[config.mk]
export PLATFORM = sky130hd
export DESIGN_NAME = cpu16eu_ram
export DESIGN_NICKNAME = d
export VERILOG_FILES = /design/src/hdl/cpu16eu_ram.sv
export SDC_FILE = /design/constraint.sdc
export NUM_CORES = 2
export LEC_CHECK = 0
export BUFFER_PORTS_ARGS = -buffer_cell sky130_fd_sc_hd__buf_2
export CAP_MARGIN = 5
export CORE_ASPECT_RATIO = 0.5
export CORE_UTILIZATION = 49
export CTS_BUF_LIST = sky130_fd_sc_hd__clkbuf_4 sky130_fd_sc_hd__clkbuf_8
export DETAILED_ROUTE_END_ITERATION = 12
export PLACE_DENSITY = 0.7
export SLEW_MARGIN = 20
export SYNTH_ARGS = -nofsm -noshare
export SYNTH_HDL_FRONTEND = slang
export SYNTH_SLANG_ARGS = --single-unit
export TNS_END_PERCENT = 5
[constraint.sdc]
create_clock -name i_clk -period 4.01 [get_ports i_clk]
set_input_delay 0.6015 -clock i_clk [delete_from_list [all_inputs] [get_ports i_clk]]
set_output_delay 0.6015 -clock i_clk [all_outputs]
set_load 0.05 [all_outputs]
[src/hdl/cpu16eu_ram.sv]
// Generic single-port-write, single-port-read RAM with a registered read.
`timescale 1ns / 1ps

module cpu16eu_ram #(
    parameter int WIDTH = 16,
    parameter int DEPTH = 256,
    localparam int AW = $clog2(DEPTH)
) (
    input  logic             i_clk,
    input  logic             i_wr_en,
    input  logic [AW-1:0]    i_wr_addr,
    input  logic [WIDTH-1:0] i_wr_data,
    input  logic             i_rd_en,
    input  logic [AW-1:0]    i_rd_addr,
    output logic [WIDTH-1:0] o_rd_data
);

    logic [WIDTH-1:0] r_mem [DEPTH];
    logic [WIDTH-1:0] r_rd_data;

    always_ff @(posedge i_clk) begin
        if (i_wr_en) begin
            r_mem[i_wr_addr] <= i_wr_data;
        end
        if (i_rd_en) begin
            r_rd_data <= r_mem[i_rd_addr];
        end
    end

    assign o_rd_data = r_rd_data;

endmodule

---- Yosys cells after proc, flatten, opt, wreduce, memory -nomap -nowiden ----
Memory sizes are Yosys's and may differ from the RTL's. A register that Yosys moved wholly into a read port is not among the register bits.
Index checks and enable logic that the tools add are counted.
word-level totals
  bits in registers ....................... 0
  RAM bits ................................ 4096
  input port bits ......................... 35
  output and inout port bits .............. 16
  logic and storage cells ................. 3
  memories ................................ 1
operators by class
  muxes and demuxes ....................... 2
memories
  name   words  bits a word  rd ports  clocked after memory_dff  write ports  RTL line  source
  r_mem  256    16           1         1                         1            18        logic [WIDTH-1:0] r_mem [DEPTH];
operator list
  kind    number
  $mux 1  2

---- Depth between registers and ports, before layout ----
  depth after elaboration ................. 2
  gate-level depth with buffers ........... 12

---- Worst setup path after synthesis ----
OpenSTA, ideal clock, no wires.
  path type ............................... input port to flip-flop
  from .................................... input port i_rd_addr[0]
  to ...................................... register r_rd_data[4], in the netlist o_rd_data[4], read port of r_mem, data pin
  setup time .............................. 0.265 ns
  arrival ................................. 2.585 ns
  data required time ...................... 3.745 ns
  path slack .............................. 1.160 ns
  stages on the path ...................... 8
  path through ............................ buf_6 -> buf_6 -> buf_2 -> mux4_2 -> mux4_2 -> a22o_1 -> o32ai_2 -> nor4_2
RTL lines
  element             RTL line  source
  start: declaration  14        input logic [AW-1:0] i_rd_addr,
  end: declaration    19        logic [WIDTH-1:0] r_rd_data;

==> results.sh <==
export IMPL_netlist_instances=7360
export IMPL_worst_path_largest_cell_delay_ns=0.86
export IMPL_vias_per_cell=6.33
export IMPL_max_freq_mhz=307
export IMPL_multi_input_area_um2=33000
export IMPL_yosys_warnings=0
export IMPL_drt_iter0_markers=12100
export IMPL_worstSetupStartpointType="flip-flop"
export IMPL_slowest_stage="o32ai_1"
export IMPL_hold_viol=0
export IMPL_dp_cells=11900
export IMPL_gp_congestion=0.948
export IMPL_power_switching_uw=18800
export IMPL_cts_tree="built"
export IMPL_rsz0062_at_grt="false"
export IMPL_wl_met2_um=188000
export IMPL_clk_latency_ns=1.09
export IMPL_final_common_cell="edfxtp_1"
export IMPL_grt_max_degree=138
export IMPL_grt_pass1_vias=79700
export IMPL_pin_count=51
export IMPL_area_delta_synth_final_pct=12.9
export IMPL_crit_top_cell="mux4_2"
export IMPL_synth_nets=7395
export IMPL_drv_cap=0
export IMPL_clkPwrFrac_pct=37.6
export IMPL_grtUsageTotal_pct=25.2
export IMPL_wirelength_um=417000
export IMPL_holdWs_ns=0.0176
export IMPL_final_cell_mix="edfxtp_1, mux4_2, clkbuf_8"
export IMPL_peakVddDrop_mv=0.271
export IMPL_nets=8247
export IMPL_crit_chain="mux4_2 -> mux4_2 -> a22o_1 -> o32ai_1 -> buf_4 -> nor4_1"
export IMPL_dr_wl_met3_um=49500
export IMPL_period_minus_slack_ns=3.26
export IMPL_setup_viol=0
export IMPL_synthFlopType="edfxtp_1"
export IMPL_async_flop_share_pct=0
export IMPL_p_comb_share_pct=5.6
export IMPL_pre_cts_ws_ns=-0.183
export IMPL_post_route_drc_count=0
export IMPL_cp_required_ns=4.84
export IMPL_antenna_found_initial=24
export IMPL_n_fill_cell=23300
export IMPL_firstDrtPassIters=6
export IMPL_wl_met1_um=163000
export IMPL_synth_seq_cells=4112
export IMPL_floorplan_initialDensity_pct=49.4
export IMPL_post_dp_hpwl_um=252000
export IMPL_die_w_um=807
export IMPL_cp_top_family="compound AO/OA/AOI/OAI gates"
export IMPL_cts_root_buf="clkbuf_8"
export IMPL_cts_setup_buffers=0
export IMPL_synth_area_um2=159000
export IMPL_finalWorstSetupSlack_ns=0.750
export IMPL_p_leak_uw=0.0574
export IMPL_htreeDepth=6
export IMPL_path_buf_inv=1
export IMPL_yosysSeqAreaShare_pct=77.7
export IMPL_stdcell_count=13000
export IMPL_arrival_ns=4.09
export IMPL_clk_pin_slew_ns=0.07
export IMPL_clock_sinks=4112
export IMPL_worst_slew_pin_slew_ns=1.21
export IMPL_hold_path_class="in -> reg"
export IMPL_finalCritPeriodShare_pct=81.3
export IMPL_slew_headroom_pct=18.7
export IMPL_routedWlPerCell_um=32.2
export IMPL_pwr_share_seq_pct=56.7
export IMPL_regArea_um2=123000
export IMPL_avgSynthCellArea_um2=21.6
export IMPL_numPortBuffers=50
export IMPL_dieArea_um2=327000
export IMPL_drive_gt1_share_pct=29.6
export IMPL_clockBufferDepth=4
export IMPL_p_int_uw=64900
export IMPL_synth_cell_type_count=51
export IMPL_grt_pass1_wl_um=588000
export IMPL_die_h_um=405
export IMPL_antenna_left=0
export IMPL_placementRows=147
export IMPL_crit_fanout=1
export IMPL_p_per_area_nw_per_um2=467
export IMPL_num_vias=82000
export IMPL_numCtsBuffers=576
export IMPL_slew_viol_final=0
export IMPL_top_layer_used="met5"
export IMPL_status="finished, final reports clean"
export IMPL_core_area_um2=322000
export IMPL_sw_frac_of_total_pct=22.4
export IMPL_criticalPathCategory="reg -> reg"
export IMPL_critPathCaptureType="flip-flop"
export IMPL_synth_edff_count=4112
export IMPL_clock_skew_ns=0.0662
export IMPL_grt_overflow_total=0
==> per-stage QoR <==
stage	utilization (%)	area (um2)	total power, uW	TNS (ns)
3_3_place_gp	52.4	168000	52900	-0.206
5_1_grt	55.8	179000	85900	0
6_report	55.8	179000	83700	0
2_1_floorplan	-	159000	50800	0
3_5_place_dp	52.4	168000	53000	-0.183
4_1_cts	55.7	179000	84000	0
==> kinds of logic after synthesis <==
kind of cell | synth area share (%)
buf+inv | 1.69
flops | 77.7
compound gates | 3.53
simple gates | 1.57
mux | 15.5
==> power groups by stage <==
stage | sequential, uW | combinational (uW) | clock (uW)
final | 47500 | 4700 | 31500
after global routing | 47400 | 4860 | 33600
after CTS | 47500 | 4650 | 31900
after detailed placement | 48400 | 4630 | 0
after global placement | 48400 | 4560 | 0
after floorplan | 48400 | 2340 | 0
==> synth_stat cells (4+ instances only) <==
library cell,instances,area (um2)
edfxtp_1,4112,123000
mux4_2,797,17900
mux2i_1,565,5660
nor2_1,304,1140
o221ai_1,252,2210
clkbuf_1,230,863
a21oi_1,175,876
o22ai_1,148,926
nor3_1,92,460
mux2_2,88,991
buf_6,77,867
buf_2,76,380
a22oi_1,43,323
nand2_1,38,143
o21ai_0,37,185
nand3_1,35,175
a22o_1,32,280
a221oi_1,28,245
buf_1,27,101
buf_4,26,195
nand4_1,26,163
o32ai_1,20,175
a211oi_1,18,135
nor4_1,17,106
o31ai_1,16,120
and3_1,11,68.8
buf_8,11,165
nor2b_1,9,56.3
a2111oi_0,6,52.6
a31oi_1,6,37.5
buf_12,5,100
or2_2,4,25.0
==> repair_timing <==
item | CTS | global route
hold buffers | 10 | 1
endpoints found under the hold margin | 179 | 24
resized for setup | 0 | 0
==> area by class of cell <==
| class | instances | share of cell area [%] |
|---|---|---|
| Clock inverter | 204 | 0.645 |
| Multi-Input combinational cell | 2792 | 18.4 |
| Clock buffer | 782 | 5.34 |
| Tap cell | 4321 | 3.01 |
| Timing Repair Buffer | 726 | 3.74 |
| Inverter | 4 | 0.0153 |
| Antenna cell | 11 | 0.0153 |
| Sequential cell | 4112 | 68.8 |
==> registers in the layout (all words and copies together) (netlist names) <==
name,count
o_rd_data,16
r_mem,4096
==> per-layer routing <==
metal	vias up	GRT usage [%]
met1	42900	36.5
met5	-	0
met2	5261	37.4
li1	33000	-
met4	12	9.47
met3	767	6.14
==> final timing paths <==
path,from,end,slack (ns),cells past startpoint
setup / recovery,r_mem[60][1]$_DFFE_PP_,o_rd_data[1]$_DFFE_PP_,0.75,6
hold / removal,i_wr_data[12],r_mem[88][12]$_DFFE_PP_,0.02,1
setup reg to reg,r_mem[60][1]$_DFFE_PP_,o_rd_data[1]$_DFFE_PP_,0.75,6
hold reg to reg,r_mem[122][10]$_DFFE_PP_,o_rd_data[10]$_DFFE_PP_,1.14,6
No activity file was read; power rests on OpenSTA's default activity.
